### src/rtl/core/fifo_queue_with_key_search_macros.svh
// ----------------------------------------------------------------------------
// Assertion macros for the key-search queue
// Shared property wrappers used by the queue RTL.
// ----------------------------------------------------------------------------
`ifndef FIFO_QUEUE_WITH_KEY_SEARCH_MACROS_SVH
`define FIFO_QUEUE_WITH_KEY_SEARCH_MACROS_SVH

// Checked only while reset is released.
`define FQKS_ASSERT(name, clk, rst_n, prop, msg) \
    name: assert property (@(posedge clk) disable iff (!rst_n) prop) else $error(msg);

// Checked at every clock edge, reset included.
`define FQKS_ASSERT_ALWAYS(name, clk, prop, msg) \
    name: assert property (@(posedge clk) prop) else $error(msg);

`endif

### src/rtl/core/fqks_pkg.sv
// ----------------------------------------------------------------------------
// Key-search queue package
// Operation codes, control state and the per-cell control bundle.
// ----------------------------------------------------------------------------
package fqks_pkg;

    localparam int OPCODE_W = 3;

    localparam logic [OPCODE_W-1:0] OP_PUSH  = 3'd0;
    localparam logic [OPCODE_W-1:0] OP_POP   = 3'd1;
    localparam logic [OPCODE_W-1:0] OP_PEEK  = 3'd2;
    localparam logic [OPCODE_W-1:0] OP_FIND  = 3'd3;
    localparam logic [OPCODE_W-1:0] OP_CLEAR = 3'd4;

    typedef enum logic [1:0] {
        S_IDLE = 2'b01,
        S_EXEC = 2'b10
    } state_t;

    typedef struct packed {
        logic write;   // load the pushed entry into this cell
        logic shift;   // take the entry of the next cell toward the rear
        logic search;  // register the key compare result
    } cell_ctrl_t;

endpackage

### src/rtl/core/fqks_cell.sv
// ----------------------------------------------------------------------------
// Queue cell
// Holds one entry, hands it to the neighbor toward the front on a pop, and
// registers its own key compare for the search.
// ----------------------------------------------------------------------------
module fqks_cell #(
    parameter int KEY_WIDTH     = 16,
    parameter int PAYLOAD_WIDTH = 32
) (
    input  logic                     clk,
    input  fqks_pkg::cell_ctrl_t     ctrl,
    input  logic                     occupied,
    input  logic [KEY_WIDTH-1:0]     in_key,
    input  logic [PAYLOAD_WIDTH-1:0] in_payload,
    input  logic [KEY_WIDTH-1:0]     next_key,
    input  logic [PAYLOAD_WIDTH-1:0] next_payload,
    input  logic [KEY_WIDTH-1:0]     search_key,
    output logic [KEY_WIDTH-1:0]     key,
    output logic [PAYLOAD_WIDTH-1:0] payload,
    output logic                     match
);

    logic [KEY_WIDTH-1:0]     key_reg;
    logic [KEY_WIDTH-1:0]     key_next;
    logic [PAYLOAD_WIDTH-1:0] payload_reg;
    logic [PAYLOAD_WIDTH-1:0] payload_next;
    logic                     match_reg;
    logic                     match_next;

    always_comb
    begin
        key_next     = key_reg;
        payload_next = payload_reg;
        if (ctrl.write)
        begin
            key_next     = in_key;
            payload_next = in_payload;
        end
        else if (ctrl.shift)
        begin
            key_next     = next_key;
            payload_next = next_payload;
        end
        match_next = ctrl.search ? (occupied && (key_reg == search_key)) : match_reg;
    end

    always_ff @(posedge clk)
    begin
        key_reg     <= key_next;
        payload_reg <= payload_next;
        match_reg   <= match_next;
    end

    assign key     = key_reg;
    assign payload = payload_reg;
    assign match   = match_reg;

endmodule

### src/rtl/core/fqks_locate.sv
// ----------------------------------------------------------------------------
// Match locator
// Turns the row of cell match flags into the 1-based position of the first
// match, counted from the front cell.
// ----------------------------------------------------------------------------
module fqks_locate #(
    parameter int DEPTH = 16
) (
    input  logic [DEPTH-1:0]               match_flags,
    output logic                           found,
    output logic [$clog2(DEPTH+1)-1:0]     position
);

    localparam int IW = $clog2(DEPTH);
    localparam int CW = $clog2(DEPTH + 1);

    logic [DEPTH-1:0] lowest;
    logic [IW-1:0]    index;

    // Isolating the lowest set flag leaves a one-hot vector, so the index is
    // an OR over the set position.
    always_comb
    begin
        lowest = match_flags & (~match_flags + {{(DEPTH-1){1'b0}}, 1'b1});
        index  = '0;
        for (int i = 0; i < DEPTH; i++)
        begin
            if (lowest[i])
            begin
                index = index | IW'(i);
            end
        end
    end

    assign found    = |match_flags;
    assign position = CW'(index) + CW'(1);

endmodule

### src/rtl/core/fifo_queue_with_key_search.sv
// ----------------------------------------------------------------------------
// Key-search queue
// Bounded FIFO of key and payload entries with push, pop, peek, find and clear.
// ----------------------------------------------------------------------------
// Each request is accepted in S_IDLE and executed in S_EXEC. In the cycle it
// is accepted every cell compares its key with entry_key and registers the
// result; in S_EXEC the locator picks the first match, the cell row is
// updated (a push writes the cell at the fill count, a pop moves every entry
// one cell toward the front) and the result is loaded into the output
// register. The next request is accepted in the cycle after that, so no new
// request is taken before the last one has executed; a result left waiting
// holds the block in S_EXEC until out_ready rises.
`include "fifo_queue_with_key_search_macros.svh"

module fifo_queue_with_key_search #(
    parameter int DEPTH         = 16,
    parameter int KEY_WIDTH     = 16,
    parameter int PAYLOAD_WIDTH = 32
) (
    input  logic                              clk,
    input  logic                              rst_n,
    input  logic                              in_valid,
    output logic                              in_ready,
    input  logic [fqks_pkg::OPCODE_W-1:0]     opcode,
    input  logic [KEY_WIDTH-1:0]              entry_key,
    input  logic [PAYLOAD_WIDTH-1:0]          entry_payload,
    output logic                              out_valid,
    input  logic                              out_ready,
    output logic                              ok,
    output logic [KEY_WIDTH-1:0]              out_key,
    output logic [PAYLOAD_WIDTH-1:0]          out_payload,
    output logic [$clog2(DEPTH+1)-1:0]        found_position,
    output logic [$clog2(DEPTH+1)-1:0]        entry_count,
    output logic                              is_empty
);

    localparam int CW = $clog2(DEPTH + 1);
    localparam logic [CW-1:0] FULL_COUNT = CW'(DEPTH);

    fqks_pkg::state_t state_reg;
    fqks_pkg::state_t state_next;

    logic [CW-1:0]                 count_reg;
    logic [CW-1:0]                 count_next;
    logic [fqks_pkg::OPCODE_W-1:0] op_reg;
    logic [KEY_WIDTH-1:0]          key_reg;
    logic [PAYLOAD_WIDTH-1:0]      payload_reg;

    logic                     out_valid_reg;
    logic                     out_valid_next;
    logic                     ok_reg;
    logic                     ok_next;
    logic [KEY_WIDTH-1:0]     out_key_reg;
    logic [KEY_WIDTH-1:0]     out_key_next;
    logic [PAYLOAD_WIDTH-1:0] out_payload_reg;
    logic [PAYLOAD_WIDTH-1:0] out_payload_next;
    logic [CW-1:0]            found_position_reg;
    logic [CW-1:0]            found_position_next;

    logic accept;
    logic fire;
    logic do_push;
    logic do_pop;

    logic [KEY_WIDTH-1:0]     cell_key [DEPTH];
    logic [PAYLOAD_WIDTH-1:0] cell_payload [DEPTH];
    logic [DEPTH-1:0]         cell_match;

    logic          hit;
    logic [CW-1:0] hit_position;

    assign in_ready = (state_reg == fqks_pkg::S_IDLE);
    assign accept   = in_valid && in_ready;
    assign fire     = (state_reg == fqks_pkg::S_EXEC) && (!out_valid_reg || out_ready);
    assign do_push  = fire && (op_reg == fqks_pkg::OP_PUSH) && (count_reg != FULL_COUNT);
    assign do_pop   = fire && (op_reg == fqks_pkg::OP_POP) && (count_reg != '0);

    generate
        for (genvar i = 0; i < DEPTH; i++)
        begin : g_cell
            localparam logic [CW-1:0] SLOT = CW'(i);

            fqks_pkg::cell_ctrl_t     ctrl;
            logic [KEY_WIDTH-1:0]     nb_key;
            logic [PAYLOAD_WIDTH-1:0] nb_payload;

            assign ctrl.write  = do_push && (count_reg == SLOT);
            assign ctrl.shift  = do_pop;
            assign ctrl.search = accept;

            if (i == DEPTH - 1)
            begin : g_last
                assign nb_key     = cell_key[i];
                assign nb_payload = cell_payload[i];
            end
            else
            begin : g_inner
                assign nb_key     = cell_key[i+1];
                assign nb_payload = cell_payload[i+1];
            end

            fqks_cell #(
                .KEY_WIDTH     (KEY_WIDTH),
                .PAYLOAD_WIDTH (PAYLOAD_WIDTH)
            ) u_cell (
                .clk          (clk),
                .ctrl         (ctrl),
                .occupied     (SLOT < count_reg),
                .in_key       (key_reg),
                .in_payload   (payload_reg),
                .next_key     (nb_key),
                .next_payload (nb_payload),
                .search_key   (entry_key),
                .key          (cell_key[i]),
                .payload      (cell_payload[i]),
                .match        (cell_match[i])
            );
        end
    endgenerate

    fqks_locate #(
        .DEPTH (DEPTH)
    ) u_locate (
        .match_flags (cell_match),
        .found       (hit),
        .position    (hit_position)
    );

    always_comb
    begin
        state_next          = state_reg;
        count_next          = count_reg;
        out_valid_next      = out_valid_reg && !out_ready;
        ok_next             = ok_reg;
        out_key_next        = out_key_reg;
        out_payload_next    = out_payload_reg;
        found_position_next = found_position_reg;

        unique case (state_reg)
            fqks_pkg::S_IDLE:
            begin
                if (accept)
                begin
                    state_next = fqks_pkg::S_EXEC;
                end
            end
            fqks_pkg::S_EXEC:
            begin
                if (fire)
                begin
                    state_next          = fqks_pkg::S_IDLE;
                    out_valid_next      = 1'b1;
                    ok_next             = 1'b0;
                    out_key_next        = '0;
                    out_payload_next    = '0;
                    found_position_next = '0;
                    unique case (op_reg)
                        fqks_pkg::OP_PUSH:
                        begin
                            if (count_reg != FULL_COUNT)
                            begin
                                ok_next    = 1'b1;
                                count_next = count_reg + CW'(1);
                            end
                        end
                        fqks_pkg::OP_POP, fqks_pkg::OP_PEEK:
                        begin
                            if (count_reg != '0)
                            begin
                                ok_next          = 1'b1;
                                out_key_next     = cell_key[0];
                                out_payload_next = cell_payload[0];
                                if (op_reg == fqks_pkg::OP_POP)
                                begin
                                    count_next = count_reg - CW'(1);
                                end
                            end
                        end
                        fqks_pkg::OP_FIND:
                        begin
                            ok_next = hit;
                            if (hit)
                            begin
                                found_position_next = hit_position;
                            end
                        end
                        fqks_pkg::OP_CLEAR:
                        begin
                            ok_next    = 1'b1;
                            count_next = '0;
                        end
                        default:
                        begin
                            ok_next = 1'b0;
                        end
                    endcase
                end
            end
            default:
            begin
                state_next = fqks_pkg::S_IDLE;
            end
        endcase
    end

    always_ff @(posedge clk or negedge rst_n)
    begin
        if (!rst_n)
        begin
            state_reg     <= fqks_pkg::S_IDLE;
            count_reg     <= '0;
            out_valid_reg <= 1'b0;
        end
        else
        begin
            state_reg     <= state_next;
            count_reg     <= count_next;
            out_valid_reg <= out_valid_next;
        end
    end

    always_ff @(posedge clk)
    begin
        if (accept)
        begin
            op_reg      <= opcode;
            key_reg     <= entry_key;
            payload_reg <= entry_payload;
        end
        ok_reg             <= ok_next;
        out_key_reg        <= out_key_next;
        out_payload_reg    <= out_payload_next;
        found_position_reg <= found_position_next;
    end

    // The count register already holds the count after the operation when
    // the result is loaded, so the count fields come straight from it.
    assign out_valid      = out_valid_reg;
    assign ok             = ok_reg;
    assign out_key        = out_key_reg;
    assign out_payload    = out_payload_reg;
    assign found_position = found_position_reg;
    assign entry_count    = count_reg;
    assign is_empty       = (count_reg == '0);

    `FQKS_ASSERT_ALWAYS(a_count_bounded, clk, (!rst_n) || (count_reg <= FULL_COUNT),
        "count above depth")
    `FQKS_ASSERT(a_accept_to_exec, clk, rst_n, accept |=> (state_reg == fqks_pkg::S_EXEC),
        "accepted request did not enter execution")
    `FQKS_ASSERT(a_pop_decrements, clk, rst_n,
        do_pop |=> (count_reg == $past(count_reg) - CW'(1)), "pop did not decrement count")
    `FQKS_ASSERT(a_position_needs_ok, clk, rst_n,
        out_valid_reg |-> (found_position_reg == '0 || ok_reg),
        "position reported without success")

endmodule
### config.mk
export PLATFORM = sky130hd
export DESIGN_NAME = fifo_queue_with_key_search
export DESIGN_NICKNAME = d
export VERILOG_FILES = /design/src/rtl/core/fqks_pkg.sv /design/src/rtl/core/fqks_cell.sv /design/src/rtl/core/fqks_locate.sv /design/src/rtl/core/fifo_queue_with_key_search.sv
export VERILOG_INCLUDE_DIRS = /design/src /design/src/rtl/core
export SDC_FILE = /design/constraint.sdc
export NUM_CORES = 1
export LEC_CHECK = 0
export BUFFER_PORTS_ARGS = -buffer_cell sky130_fd_sc_hd__buf_2
export CAP_MARGIN = 20
export CORE_MARGIN = 3
export CORE_UTILIZATION = 65
export DETAILED_ROUTE_END_ITERATION = 12
export PLACE_DENSITY = 0.83
export SYNTH_ARGS = -nofsm -noshare
export SYNTH_HDL_FRONTEND = slang
export SYNTH_SLANG_ARGS = --single-unit
### constraint.sdc
create_clock -name clk -period 11.5 [get_ports clk]
set_input_delay 0.575 -clock clk [delete_from_list [all_inputs] [get_ports clk]]
set_output_delay 0.575 -clock clk [all_outputs]
set_load 0.1 [all_outputs]
# == Word-level counts from Yosys, hierarchy flattened ==
# Index checks and enable logic that the tools add are counted.
# Widths: inputs -> output; s select.
# totals
out_inout_bits,62
word_cells,278
inputBits,55
ff_bits,897
# classes
mux,87
n_bitwise,2
eq_ne,43
n_addsub,4
reduce_logical,68
magnitude_cmp,16
# ops
operator,n
$mux 32,30
$mux 16,30
$eq 16x16->1,16
$eq 5x4->1 const B,8
$lt 4x5->1 const A,8
$logic_and 1x1->1,39
$mux 4,8
$reduce_bool 2->1,15
$eq 5x3->1 const B,4
$lt 3x5->1 const A,4
$add 16x1->16 const B,1
$and 16x16->16,1
$not 16->16,1
$reduce_or 16->1,1
$mux 5,3
$pmux 5 s3,1
$mux 3,4
$eq 5x2->1 const B,2
$lt 1x5->1 const A,2
$lt 2x5->1 const A,2
$mux 2,4
$reduce_and 2->1,4
$eq 3x2->1 const B,2
$ne 2x2->1 const B,3
other kinds (21),27

# == Longest topological paths before layout ==
# Gate-level depths: netlist of the first run.
# depth
depth_word,19
ltp_mapped,9
mapped_depth_nobuf,8

# == Cells and area by module ==
# From an unflattened synthesis of the first run, not the netlist that was laid out.
# unflattened
hier_cells,2333
area_unflattened_um2,40385.0
# modules_own_cells
module,seq_area_each_um2,area_per_inst_um2,cells_each,n_inst
fqks_cell,1471.4,2227.1,125,16
fifo_queue_with_key_search,3354.5,4466.8,292,1
fqks_locate,0.0,284.0,41,1

# == Least setup slack after synthesis of the first run ==
# OpenSTA, ideal clock, no wires.
# synth_path
path_kind,reg-to-reg
startpoint,register count_reg[3] (netlist: entry_count[3])
endpoint,"register g_cell[12].u_cell.key_reg[0], enable pin"
path_buffers,2
setup_ns,0.520
path_stages_with_launch,6
period_less_slack_ns,5.576
t_arrival_ns,5.056
t_required_ns,10.980
slack_ns,5.924
path_cell_list,dfrtp_1 -> buf_2 -> and2_1 -> clkbuf_1 -> nand2_1 -> o21ai_0
# synth_via
elab_chain_cells,4
elab_cells_between_ends,7
classes_between,2 x eq/ne; 5 x reduce/logical
# synth_rtl
item,line_no,source
"start, declared",fifo_queue_with_key_search.sv:43,logic [CW-1:0] count_reg;
"start signal, assigned",fifo_queue_with_key_search.sv:217,count_reg <= count_next;
$ne 5x5->1,fifo_queue_with_key_search.sv:75,assign do_push = fire && (op_reg == fqks_pkg::OP_PUSH) && (count_reg != FULL_COUNT);
$logic_and 1x1->1,fifo_queue_with_key_search.sv:75,
$logic_and 1x1->1,fifo_queue_with_key_search.sv:87,assign ctrl.write = do_push && (count_reg == SLOT);
$reduce_bool 2->1 (no line) *,-,
"end signal, assigned",fqks_cell.sv:49,key_reg <= key_next;
"end, declared",fqks_cell.sv:23,logic [KEY_WIDTH-1:0] key_reg;
# Every way passes the cells marked *; elsewhere a longest branch is shown, timed or not.
# A chain may end at the register's enable or synchronous reset.

# == Worst setup path after layout of the first run ==
# layout_path
startpoint,register count_reg[4] (netlist: entry_count[4])
endpoint,"register g_cell[0].u_cell.payload_reg[8], enable pin"
# layout_via
elab_chain_cells,4
elab_cells_between_ends,7
classes_between,1 x eq/ne; 6 x reduce/logical
# layout_rtl
item,line_no,source
$ne 5x5->1,fifo_queue_with_key_search.sv:75,
$logic_and 1x1->1,fifo_queue_with_key_search.sv:75,
$logic_and 1x1->1,fifo_queue_with_key_search.sv:87,
$reduce_bool 2->1 (no line) *,-,
"end signal, assigned",fqks_cell.sv:50,payload_reg <= payload_next;
"end, declared",fqks_cell.sv:25,logic [PAYLOAD_WIDTH-1:0] payload_reg;
# Marks and branches as above.

==> results_tabular.tex, run 1 <==
\begin{tabular}{lr}
\hline
Metric & Value \\
\hline
\multicolumn{2}{l}{\textbf{STA}} \\
Number of pins exceeding their max-slew limit in the final report & 0 \\
Minimum clock period after layout & 3.71 ns \\
Worst slew margin & 0.252 \\
Final hold slack & between 0.09 and 0.1 ns \\
Fmax & 270 MHz \\
Final hold violations & 0 \\
Unrepaired setup endpoints after global routing & no \\
Slew at the pin with the worst max-slew slack & 1.12 ns \\
Total Neg Setup Slack & 0 ns \\
Worst clock skew on the final layout & roughly 0.023 ns \\
Final critical-path share of the clock period & 0.323 \\
Final-report setup violation count & 0 \\
\multicolumn{2}{l}{\textbf{Synthesis}} \\
Library cells used by synthesis & 53 \\
Post-synth EDFFs & 889 \\
Count of state elements after synthesis & around 900 \\
Async set or reset register ratio after synthesis & 0.00892 \\
Leading register cell type out of synthesis & edfxtp\_1 \\
Number of warnings issued by yosys & 0 \\
Sequential share of the synthesized area & 0.673 \\
Synth Area per Inst & 17.0 sq um \\
Portion of synthesized cell area occupied by the leading cell type & 0.668 \\
Total nets after synthesis & around 2.4k \\
Leading cell types by total area after synthesis & edfxtp\_1 67\%, mux2\_2 19\%, xor2\_1 3.5\% \\
Cell area after technology mapping & around 40000 sq um \\
Gate count of the mapped netlist & 2353 \\
Cell type with the highest aggregate area in the netlist & edfxtp\_1 \\
\multicolumn{2}{l}{\textbf{Worst setup path}} \\
Required time reported for the critical path endpoint & 11.83 ns \\
Critical path capture point type & register \\
Maximum fanout encountered on the critical timing path & 25 \\
Data arrival time of the critical path & $\sim$4 ns \\
Startpoint types & register \\
Worst reg2reg setup slack & 7.79 ns \\
Category of the critical setup timing path & register to register \\
\multicolumn{2}{l}{\textbf{Clock tree}} \\
CTS tree & yes \\
Buffer type at the clock tree root & clkbuf\_16 \\
Clock insertion delay at the later pin of the skew report & $\sim$0.65 ns \\
Clock transition at path regs & 0.07 ns \\
Inserted Clock Buffers & 88 \\
Number of buffers on the longest clock path & 3 \\
Number of sinks handled by clock tree synthesis & $\sim$900 \\
Number of gates resized after cts & 0 \\
Count of H-tree levels built during CTS & 3 \\
\multicolumn{2}{l}{\textbf{Floorplan}} \\
Floorplan die height & 254 um \\
Std-Cell Core Area & 60600 sq um \\
DIE WIDTH & around 250 um \\
Starting density of the core & 0.659 \\
Placement row count & 90 \\
Area of the die & around 64000 sq um \\
I/O Pins & 117 \\
\multicolumn{2}{l}{\textbf{Outcome}} \\
Result of the run & completed \\
\multicolumn{2}{l}{\textbf{Routing}} \\
Mean routed wirelength per cell & around 29 um \\
First DRT Iteration DRCs & $\sim$2.3k \\
Residual DRC count & 0 \\
Vias post-DR & between 20k and 25k \\
Count of nets left with antenna violations after detail routing & 0 \\
Via-to-Cell Ratio & 6.51 \\
Final Routed Wirelength & just under 100000 um \\
Number of detailed-route iterations in the first pass & 5 \\
\multicolumn{2}{l}{\textbf{Global route}} \\
Vias in the first global route & 21.7k \\
Pin count of the biggest net entering global routing & 55 \\
Total global routing track utilization & 0.302 \\
Most crowded layer after global routing & met2 \\
First-pass GRT wire length & $\sim$140000 um \\
Antenna violations before repair & 7 \\
Met2 Resource Use GR & 0.475 \\
Global routing usage on met1 & 0.411 \\
Global route overflow & 0 \\
M3 GR Usage & 0.0704 \\
\multicolumn{2}{l}{\textbf{Placed design}} \\
Port buffer count & approximately 120 \\
Detailed-placement wirelength estimate & about 61000 um \\
Last weighted congestion value of the routability-driven placer & 1.07 \\
\multicolumn{2}{l}{\textbf{Final layout}} \\
Share of final-layout standard cells stronger than drive strength 1 & 0.411 \\
Count of fill cells added during filler insertion & around 3.5k \\
Most frequent standard cell in the layout excluding fill and tap cells & edfxtp\_1 \\
Post-synthesis to final-layout area growth & 10.4\% \\
Commonest non-fill, non-tap cells in the layout & 889 x edfxtp\_1, 691 x mux2\_2, 161 x xor2\_1 \\
Final-stage net count & 2486 \\
Flip-flop count of the largest register after layout & 512 \\
\multicolumn{2}{l}{\textbf{Flow run}} \\
Total of max-cap violations & 0 \\
\multicolumn{2}{l}{\textbf{Power}} \\
Power density cells & around 160 nW/um\^{}2 \\
Leakage power total & 14.8 nW \\
Maximum resistive drop on vdd & 0.000140 V \\
\multicolumn{2}{l}{\textbf{Worst hold path}} \\
Type of the tightest min-delay check & input pin to register \\
\hline
\end{tabular}
[synth_stat cells (3+ instances only)]
| cell type | instances |
|---|---|
| buf_6 | 10 |
| clkbuf_1 | 78 |
| mux2_2 | 691 |
| xor2_1 | 161 |
| buf_2 | 55 |
| o21ai_0 | 10 |
| and3_1 | 4 |
| nor2b_1 | 3 |
| nand4_1 | 28 |
| nor4_1 | 45 |
| or3_1 | 4 |
| inv_1 | 8 |
| mux2_1 | 13 |
| mux2_4 | 16 |
| ha_1 | 6 |
| buf_4 | 8 |
| a21oi_1 | 16 |
| nand3_1 | 12 |
| dfrtp_1 | 7 |
| and2_1 | 51 |
| a211oi_1 | 5 |
| nor3_1 | 18 |
| buf_1 | 18 |
| nand2_1 | 37 |
| nor2_1 | 30 |
| edfxtp_1 | 889 |
| xnor2_1 | 98 |
[routing by layer]
metal / wire [um] / up-vias
li1: - / 9105
met1: 37600 / 10800
met2: 45500 / 1159
met3: 9140 / 227
met4: 4000 / 6
met5: 33 / -
[repair_timing]
item,in CTS,in global routing
hold buffers,1,0
buffers inserted,0,0
hold endpoints to repair,8,0
setup endpoints to repair,0,0
[path summary, 6_finish.rpt]
kind                                             startpoint                           to  cells past startpoint
worst max-delay path                         entry_count[4]  g_cell[0].u_cell.payload[8]                      6
worst min-delay path                      entry_payload[17]              payload_reg[17]                      1
worst max register to register               entry_count[4]  g_cell[0].u_cell.payload[8]                      6
worst min register to register  g_cell[0].u_cell.payload[5]               out_payload[5]                      1
max in group asynchronous                             rst_n                 state_reg[0]                      2
min in group asynchronous                             rst_n               entry_count[1]                      2
[critical path: stages (launching register included)]
cell and delay, ns:
dfrtp_1 0.84, nor3_2 0.19, and2_1 0.26, nor3b_1 0.32
nand2_1 0.62, nand2_2 0.84, buf_12 0.28
[area by class of cell]
class                   instances  area (sq um)  share of cell area
clock buffers                 113          2380              0.0540
repair buffers                151          1010              0.0229
diodes                          1          2.50           0.0000568
multi-input cells            1279         12300               0.279
flip-flops and latches        897         26900               0.610
clock inverters                47           484              0.0110
inverters                       8          30.0            0.000681
well taps                     782           978              0.0222
[where the power goes]
part           switching, W  leakage, nW  internal, W
Sequential         0.000129         8.15      0.00363
Combinational      0.000290         5.27    0.0000997
Clock               0.00122         1.41      0.00165
Total               0.00164         14.8      0.00537
[logic make-up (layout without fill, tap and decap cells)]
| logic type | Yosys count | count (layout) | share of synthesized area |
|---|---|---|---|
| flip-flops | 897 | 897 | 0.673 |
| multiplexers | 721 | 721 | 0.205 |
| XOR/XNOR | 259 | 259 | 0.0568 |
| AND/OR/NAND/NOR | 248 | 248 | 0.0350 |
| buffers and inverters | 177 | 319 | 0.0210 |
| AO/OA/AOI/OAI | 45 | 45 | 0.00705 |
| adder cells (fa/ha/maj) | 6 | 6 | 0.00188 |
| other | 0 | 1 | 0 |
[per-stage QoR]
step / utilization / area [sq um] / cells / total power, W / setup slack, ns
after floorplan: - / 39900 / 2353 / 0.00403 / 5.92
after global placement: 0.676 / 41000 / 3103 / 0.00419 / 7.74
after detailed placement: 0.678 / 41100 / 3110 / 0.00420 / 7.81
after CTS: 0.726 / 44000 / 3271 / 0.00703 / 7.79
after global routing: 0.728 / 44100 / 3277 / 0.00718 / 7.65
final: 0.728 / 44100 / 3278 / 0.00701 / 7.79
No activity file was read; power rests on OpenSTA's default activity.
==> run 2: changes to the inputs <==
- CORE_UTILIZATION: 65 -> 62
- PLACE_DENSITY: 0.83 -> 0.79
- clock period: 11.5 -> 3.6 ns (I/O delays scaled with it)
==> run 2 against run 1 <==
  * Utilization down 1.9 points
  * Flip-flop and latch count unchanged
  * Total power rose to 3.2 times the previous value
  * Sequential share of layout area shrank 1.1 points
  * Clock power rose to 3.2 times the previous value
  * First-iteration DRC count fell by 4.9%
  * Cell area increased by 1.9%
  * Clock-buffer cell count rose by 2
  * Sequential power rose to 3.2 times the previous value
  * Clock skew up 0.0071 ns
  * Global-route usage down 1.1 points
  * Via count up 1.7%
  * Critical path type unchanged
  * Largest power group unchanged
  * Highest routed layer unchanged
==> results_tabular.tex, run 2 (synthesis results as in run 1) <==
\begin{tabular}{lr}
\hline
Metric & Value \\
\hline
\multicolumn{2}{l}{\textbf{Power}} \\
Maximum resistive drop on vdd & 0.000459 V (was 0.000140 V) \\
Power consumption & 0.0225 W (was 0.00701 W) \\
Leakage power total & 15.2 nW (was 14.8 nW) \\
Power density cells & 501 nW/um\^{}2 (was 159 nW/um\^{}2) \\
\multicolumn{2}{l}{\textbf{Routing}} \\
Final Routed Wirelength & 97100 um (was 96200 um) \\
Residual DRC count & 0 (unchanged) \\
Via-to-Cell Ratio & 6.34 (was 6.51) \\
Count of nets left with antenna violations after detail routing & 0 (unchanged) \\
Vias post-DR & 21.7k (was 21.3k) \\
Mean routed wirelength per cell & 28.4 um (was 29.4 um) \\
First DRT Iteration DRCs & 2151 (was 2263) \\
Number of detailed-route iterations in the first pass & 5 (unchanged) \\
\multicolumn{2}{l}{\textbf{Floorplan}} \\
Starting density of the core & 0.630 (was 0.659) \\
Placement row count & 92 (was 90) \\
Area of the die & 67500 sq um (was 64500 sq um) \\
I/O Pins & 117 (unchanged) \\
Std-Cell Core Area & 63400 sq um (was 60600 sq um) \\
DIE WIDTH & 260 um (was 254 um) \\
Floorplan die height & 260 um (was 254 um) \\
\multicolumn{2}{l}{\textbf{Clock tree}} \\
Number of sinks handled by clock tree synthesis & 897 (unchanged) \\
Count of H-tree levels built during CTS & 3 (unchanged) \\
Clock transition at path regs & 0.06 ns (was 0.07 ns) \\
CTS tree & yes (unchanged) \\
Number of gates resized after cts & 0 (unchanged) \\
Clock insertion delay at the later pin of the skew report & 0.65 ns (about the same) \\
Number of buffers on the longest clock path & 3 (unchanged) \\
Inserted Clock Buffers & 90 (was 88) \\
Buffer type at the clock tree root & clkbuf\_16 (unchanged) \\
\multicolumn{2}{l}{\textbf{Worst setup path}} \\
Maximum fanout encountered on the critical timing path & 22 (was 25) \\
Worst reg2reg setup slack & 0.51 ns (was 7.79 ns) \\
Launch point of the worst reg-to-reg path & entry\_count[2] (was entry\_count[4]) \\
Worst reg2reg path depth & 7 (was 6) \\
Endpoint of the most critical setup path & g\_cell[8].u\_cell.payload[14] (was g\_cell[0].u\_cell.payload[8]) \\
Data arrival time of the critical path & 3.44 ns (was 4.04 ns) \\
Category of the critical setup timing path & register to register (unchanged) \\
Startpoint types & register (unchanged) \\
Required time reported for the critical path endpoint & 3.94 ns (was 11.83 ns) \\
Destination of the worst register-to-register timing path & g\_cell[8].u\_cell.payload[14] (was g\_cell[0].u\_cell.payload[8]) \\
Critical Path Start & entry\_count[2] (was entry\_count[4]) \\
Critical path capture point type & register (unchanged) \\
\multicolumn{2}{l}{\textbf{STA}} \\
Worst slew margin & 0.312 (was 0.252) \\
Final critical-path share of the clock period & 0.859 (was 0.323) \\
Fmax & 323 MHz (was 270 MHz) \\
Number of pins exceeding their max-slew limit in the final report & 0 (unchanged) \\
Worst clock skew on the final layout & 0.0304 ns (was 0.0233 ns) \\
Slew at the pin with the worst max-slew slack & 1.03 ns (was 1.12 ns) \\
Final hold violations & 0 (unchanged) \\
Final-report setup violation count & 0 (unchanged) \\
Minimum clock period after layout & 3.09 ns (was 3.71 ns) \\
Total Neg Setup Slack & 0 ns (unchanged) \\
Unrepaired setup endpoints after global routing & no (unchanged) \\
\multicolumn{2}{l}{\textbf{Global route}} \\
Antenna violations before repair & 5 (was 7) \\
Total global routing track utilization & 0.291 (was 0.302) \\
First-pass GRT wire length & 144000 um (was 142000 um) \\
Global route overflow & 0 (unchanged) \\
Vias in the first global route & 22.4k (was 21.7k) \\
Pin count of the biggest net entering global routing & 49 (was 55) \\
\multicolumn{2}{l}{\textbf{Flow run}} \\
Total of max-cap violations & 0 (unchanged) \\
\multicolumn{2}{l}{\textbf{Final layout}} \\
Commonest non-fill, non-tap cells in the layout & 889 x edfxtp\_1, 691 x mux2\_2, 161 x xor2\_1 (unchanged) \\
Flip-flop count of the largest register after layout & 512 (unchanged) \\
Post-synthesis to final-layout area growth & 12.5\% (was 10.4\%) \\
Most frequent standard cell in the layout excluding fill and tap cells & edfxtp\_1 (unchanged) \\
Final-stage net count & 2560 (was 2486) \\
Share of final-layout standard cells stronger than drive strength 1 & 0.414 (was 0.411) \\
Number of inserted diodes & 0 (was 1) \\
\multicolumn{2}{l}{\textbf{Placed design}} \\
Detailed-placement wirelength estimate & 60900 um (was 60800 um) \\
Port buffer count & 116 (unchanged) \\
Last weighted congestion value of the routability-driven placer & 0.912 (was 1.07) \\
\multicolumn{2}{l}{\textbf{Worst hold path}} \\
Type of the tightest min-delay check & input pin to register (unchanged) \\
\multicolumn{2}{l}{\textbf{Outcome}} \\
Result of the run & completed (unchanged) \\
\hline
\end{tabular}
-- run 2: changes by cell type in the layout (fill, tap and decap cells not counted), sizes merged --
cell,change
diode,-1
clkbuf,+2
dlygate4sd3,+37
buf,+35
inv,+5
clkinvlp,+3
clkinv,-2
bufinv,-1
-- run 2: worst max-delay path, stage by stage, from the launching register on --
cell,delay (ns)
dfrtp_1,0.79
nor3_2,0.20
and2_2,0.29
nor3b_1,0.34
nand2_1,0.16
buf_4,0.22
nand2_2,0.50
buf_12,0.26
-- run 2: worst min-delay path by stage --
stage               cells after the start         start              to
floorplan                               0         rst_n  entry_count[0]
global placement                        1         rst_n    state_reg[1]
detailed placement                      1         rst_n    state_reg[1]
CTS                                     1  entry_key[4]      key_reg[4]
global route                            1  entry_key[4]      key_reg[4]
finish                                  1  entry_key[9]      key_reg[9]
-- run 2: what timing repair did --
item                      in CTS  in global routing
hold endpoints to repair      44                  0
hold buffers                  38                  0
setup buffers                  0                  0
-- run 2: area by class of cell --
class	instances	area, sq um
clock buffers	115	2380
clock inverters	52	520
inverters	8	30.0
repair buffers	223	1700
flip-flops and latches	897	26900
well taps	846	1060
multi-input cells	1279	12300
fillers	3867	18500
-- run 2: report_power, final --
group	switching, W	total [W]	internal (W)
clock network	0.00403	0.00926	0.00522
registers	0.000338	0.0119	0.0116
logic	0.000959	0.00132	0.000361
total	0.00533	0.0225	0.0172
-- run 2: per-layer routing --
layer	vias to the layer above	track usage	part of all wire
met4	8	0.107	0.039
li1	9279	-	-
met2	963	0.468	0.48
met1	11200	0.395	0.40
met3	237	0.0643	0.083
met5	-	0	0.00053
-- run 2: stage by stage --
step	setup WS [ns]	hold WS, ns	std cells	instance area (sq um)	util
5_1_grt	0.422	0.0264	3420	44900	0.708
4_1_cts	0.606	0.00954	3420	44900	0.708
6_report	0.507	0.0473	3420	44900	0.708
3_5_place_dp	0.633	0.0757	3215	41600	0.657
2_1_floorplan	-0.246	-0.116	2353	40000	-
3_3_place_gp	0.717	0.0694	3215	41600	0.657
==> run 3: changes to the inputs <==
- ABC_AREA: unset -> 1
- BUFFER_PORTS_ARGS: -buffer_cell sky130_fd_sc_hd__buf_2 -> -buffer_cell sky130_fd_sc_hd__buf_4
==> run 3 against run 2 <==
  * Critical path depth is 3 higher
  * Hold slack better by 0.0041 ns
  * Clock-buffer cell count is 7 lower
  * Clock power is 0.8% higher
  * Via count is 28% higher
  * Sequential share of layout area is 1.2 points higher
==> results_tabular.tex, run 3 <==
\begin{tabular}{lr}
\hline
Metric & Value \\
\hline
\multicolumn{2}{l}{\textbf{Placed design}} \\
Port buffer count & 116 (unchanged) \\
Total placed cells including tap cells & 4248 (was 3215) \\
Detailed-placement wirelength estimate & 63900 um (was 60900 um) \\
Last weighted congestion value of the routability-driven placer & 0.950 (was 0.912) \\
\multicolumn{2}{l}{\textbf{Global route}} \\
Pin count of the biggest net entering global routing & 97 (was 49) \\
First-pass GRT wire length & 157000 um (was 144000 um) \\
Vias in the first global route & 26.7k (was 22.4k) \\
M3 GR Usage & 0.0708 (was 0.0643) \\
Global route overflow & 0 (unchanged) \\
Global routing usage on met1 & 0.429 (was 0.395) \\
Met2 Resource Use GR & 0.480 (was 0.468) \\
Most crowded layer after global routing & met2 (unchanged) \\
Total global routing track utilization & 0.312 (was 0.291) \\
Antenna violations before repair & 0 (was 5) \\
\multicolumn{2}{l}{\textbf{Clock tree}} \\
Number of sinks handled by clock tree synthesis & 897 (unchanged) \\
Number of gates resized after cts & 0 (unchanged) \\
Clock transition at path regs & 0.06 ns (about the same) \\
Inserted Clock Buffers & 89 (was 90) \\
Setup fix buffers added after clock tree synthesis & 0 (unchanged) \\
Buffer type at the clock tree root & clkbuf\_16 (unchanged) \\
Number of buffers on the longest clock path & 3 (unchanged) \\
Count of H-tree levels built during CTS & 3 (unchanged) \\
Hold-fix buffers, CTS & 53 (was 38) \\
Clock insertion delay at the later pin of the skew report & 0.65 ns (about the same) \\
CTS tree & yes (unchanged) \\
\multicolumn{2}{l}{\textbf{STA}} \\
Unrepaired setup endpoints after global routing & no (unchanged) \\
Final-report setup violation count & 0 (unchanged) \\
Minimum clock period after layout & 3.29 ns (was 3.09 ns) \\
Final hold violations & 0 (unchanged) \\
Slew at the pin with the worst max-slew slack & 0.989 ns (was 1.03 ns) \\
Worst slew margin & 0.340 (was 0.312) \\
Worst clock skew on the final layout & 0.0217 ns (was 0.0304 ns) \\
Fmax & 304 MHz (was 323 MHz) \\
Final critical-path share of the clock period & 0.914 (was 0.859) \\
Number of pins exceeding their max-slew limit in the final report & 0 (unchanged) \\
\multicolumn{2}{l}{\textbf{Synthesis}} \\
Post-Synth Simple-Gate Area & 0.123 (was 0.0350) \\
Portion of synthesized cell area occupied by the leading cell type & 0.679 (was 0.668) \\
Async set or reset register ratio after synthesis & 0.00892 (unchanged) \\
Leading register cell type out of synthesis & edfxtp\_1 (unchanged) \\
Synth Area per Inst & 11.3 sq um (was 17.0 sq um) \\
XOR/XNOR share of the synthesized area & 0.0263 (was 0.0568) \\
Number of warnings issued by yosys & 0 (unchanged) \\
Leading cell type by number of instances after synthesis & nand2\_1 (was edfxtp\_1) \\
Leading cell types by total area after synthesis & edfxtp\_1 68\%, o21ai\_0 9.3\%, nand2\_1 8.5\% (was edfxtp\_1 67\%, mux2\_2 19\%, xor2\_1 3.5\%) \\
Fraction of the mapped netlist area in adder cells & 0.00191 (was 0.00188) \\
Library cells used by synthesis & 41 (was 53) \\
Commonest cells in the synthesized netlist & 894 x nand2\_1, 889 x edfxtp\_1, 731 x o21ai\_0 (was 889 x edfxtp\_1, 691 x mux2\_2, 161 x xor2\_1) \\
Post-synth EDFFs & 889 (unchanged) \\
Proportion of synthesized area in mux cells & 0 (was 0.205) \\
Gate count of the mapped netlist & 3474 (was 2353) \\
Total nets after synthesis & 3535 (was 2414) \\
Largest family of logic cells by synthesized area & simple AND/OR/NAND/NOR gates (was multiplexers) \\
Cell area after technology mapping & 39300 sq um (was 39900 sq um) \\
Synthesized-area fraction occupied by ao, oa, aoi and oai cells & 0.115 (was 0.00705) \\
Cell type with the highest aggregate area in the netlist & edfxtp\_1 (unchanged) \\
Sequential share of the synthesized area & 0.684 (was 0.673) \\
Count of state elements after synthesis & 897 (unchanged) \\
\multicolumn{2}{l}{\textbf{Worst setup path}} \\
Maximum fanout encountered on the critical timing path & 48 (was 22) \\
Destination of the worst register-to-register timing path & g\_cell[7].u\_cell.payload[18] (was g\_cell[8].u\_cell.payload[14]) \\
Critical-path cell list & inv\_1, ha\_1, inv\_1, nor2\_1, nand2\_1, nand2\_1, inv\_2, nand4\_1, nand2\_2, buf\_4 (was nor3\_2, and2\_2, nor3b\_1, nand2\_1, buf\_4, nand2\_2, buf\_12) \\
Critical path capture point type & register (unchanged) \\
Slowest cell delay on critical path & 0.56 ns (was 0.79 ns) \\
Category of the critical setup timing path & register to register (unchanged) \\
Worst reg2reg setup slack & 0.31 ns (was 0.51 ns) \\
Startpoint types & register (unchanged) \\
Data arrival time of the critical path & 3.56 ns (was 3.44 ns) \\
Worst reg2reg path depth & 10 (was 7) \\
Required time reported for the critical path endpoint & 3.87 ns (was 3.94 ns) \\
Launch point of the worst reg-to-reg path & entry\_count[1] (was entry\_count[2]) \\
Slowest cell on the critical path & buf\_4 (was dfrtp\_1) \\
\multicolumn{2}{l}{\textbf{Routing}} \\
Final Routed Wirelength & 104000 um (was 97100 um) \\
Residual DRC count & 0 (unchanged) \\
Vias post-DR & 27.7k (was 21.7k) \\
Mean routed wirelength per cell & 23.3 um (was 28.4 um) \\
Number of detailed-route iterations in the first pass & 6 (was 5) \\
Count of nets left with antenna violations after detail routing & 0 (unchanged) \\
Via-to-Cell Ratio & 6.20 (was 6.34) \\
First DRT Iteration DRCs & 4250 (was 2151) \\
\multicolumn{2}{l}{\textbf{Worst hold path}} \\
Hold Path Stages & 1 (unchanged) \\
Type of the tightest min-delay check & input pin to register (unchanged) \\
Hold worst-path end & key\_reg[8] (was key\_reg[9]) \\
Min-Delay Startpoint & entry\_key[8] (was entry\_key[9]) \\
\multicolumn{2}{l}{\textbf{Final layout}} \\
Commonest non-fill, non-tap cells in the layout & 889 x edfxtp\_1, 879 x nand2\_1, 731 x o21ai\_0 (was 889 x edfxtp\_1, 691 x mux2\_2, 161 x xor2\_1) \\
Post-synthesis to final-layout area growth & 12.1\% (was 12.5\%) \\
Share of final-layout standard cells stronger than drive strength 1 & 0.108 (was 0.414) \\
Final-stage net count & 3617 (was 2560) \\
Number of inserted diodes & 0 (unchanged) \\
Flip-flop count of the largest register after layout & 512 (unchanged) \\
Most frequent standard cell in the layout excluding fill and tap cells & edfxtp\_1 (unchanged) \\
Finished Layout Cells & 4463 (was 3420) \\
\multicolumn{2}{l}{\textbf{Outcome}} \\
Result of the run & completed (unchanged) \\
\multicolumn{2}{l}{\textbf{Floorplan}} \\
Std-Cell Core Area & 62300 sq um (was 63400 sq um) \\
I/O Pins & 117 (unchanged) \\
Area of the die & 66500 sq um (was 67500 sq um) \\
DIE WIDTH & 258 um (was 260 um) \\
Floorplan die height & 258 um (was 260 um) \\
Starting density of the core & 0.631 (was 0.630) \\
Placement row count & 91 (was 92) \\
\multicolumn{2}{l}{\textbf{Power}} \\
Power consumption & 0.0232 W (was 0.0225 W) \\
Net Sw Frac & 0.249 (was 0.237) \\
Maximum resistive drop on vdd & 0.000443 V (was 0.000459 V) \\
Clock power share & 0.402 (was 0.411) \\
Leakage power total & 16.9 nW (was 15.2 nW) \\
Power share of the combinational group & 0.092 (was 0.059) \\
Sequential share of power & 0.505 (was 0.530) \\
Switching power summed over all nets & 0.00578 W (was 0.00533 W) \\
Internal power & 0.0174 W (was 0.0172 W) \\
Power density cells & 526 nW/um\^{}2 (was 501 nW/um\^{}2) \\
\multicolumn{2}{l}{\textbf{Flow run}} \\
Total of max-cap violations & 0 (unchanged) \\
\hline
\end{tabular}
## run 3: cell types whose count changed in the layout (fill, tap and decap cells not counted), sizes merged, moves of 98 or more
| cell | previous run | this run |
|---|---|---|
| nor2 | 30 | 137 |
| inv | 13 | 167 |
| mux2 | 720 | 0 |
| nand2 | 38 | 897 |
| o21ai | 11 | 763 |
| xor2 | 161 | 63 |
## run 3: layout make-up
class,instances,area [sq um]
flip-flops and latches,897,26900
clock buffers,108,2340
well taps,837,1050
fillers,4191,18200
repair buffers,234,2050
multi-input cells,2167,10600
clock inverters,53,549
inverters,167,627
## run 3: layer usage
metal	wire length (um)	share of wire
met1	39100	0.38
met2	47200	0.45
met3	13000	0.12
met4	4620	0.044
met5	0	0
## run 3: how the worst max path moves through the flow
stage,start,end,slack (ns),depth (start not counted)
after floorplan,entry_count[0],g_cell[9].u_cell.key[0],-0.03,9
after global placement,entry_count[1],g_cell[7].u_cell.payload[24],0.54,10
after detailed placement,entry_count[1],g_cell[7].u_cell.payload[12],0.39,10
after CTS,entry_count[1],g_cell[7].u_cell.payload[18],0.38,10
after global routing,entry_count[1],g_cell[7].u_cell.payload[18],0.18,10
final,entry_count[1],g_cell[7].u_cell.payload[18],0.31,10
## run 3: metrics by stage
stage | worst slack [ns] | utilization | setup TNS (ns) | hold slack (ns) | cell area, sq um
final | 0.309 | 0.708 | 0 | 0.0514 | 44100
after global routing | 0.180 | 0.708 | 0 | 0.0171 | 44100
after CTS | 0.377 | 0.707 | 0 | 0.00118 | 44100
after detailed placement | 0.390 | 0.652 | 0 | 0.0105 | 40600
after global placement | 0.539 | 0.652 | 0 | 0.00706 | 40600
after floorplan | -0.0318 | - | -14.73 | -0.116 | 39400
## run 3: critical path: cells and delay by family, from the launching register on
kind                     cells  cell delay [ns]
AND/OR/NAND/NOR              5             0.77
flip-flops                   1             0.48
adder cells (fa/ha/maj)      1             0.33
buffers and inverters        4             1.27
## run 3: power by group through the flow
stage | registers (W) | clock network (W) | logic (W)
floorplan | 0.0123 | 0 | 0.000944
global placement | 0.0119 | 0 | 0.00198
detailed placement | 0.0119 | 0 | 0.00201
CTS | 0.0117 | 0.00941 | 0.00207
global route | 0.0117 | 0.00982 | 0.00222
finish | 0.0117 | 0.00933 | 0.00214
## run 3: cells by family after synthesis
family / count (synthesis)
flops: 897
simple gates: 1186
xor+xnor: 118
compound gates: 857
buf+inv: 410
fa+ha+maj: 6
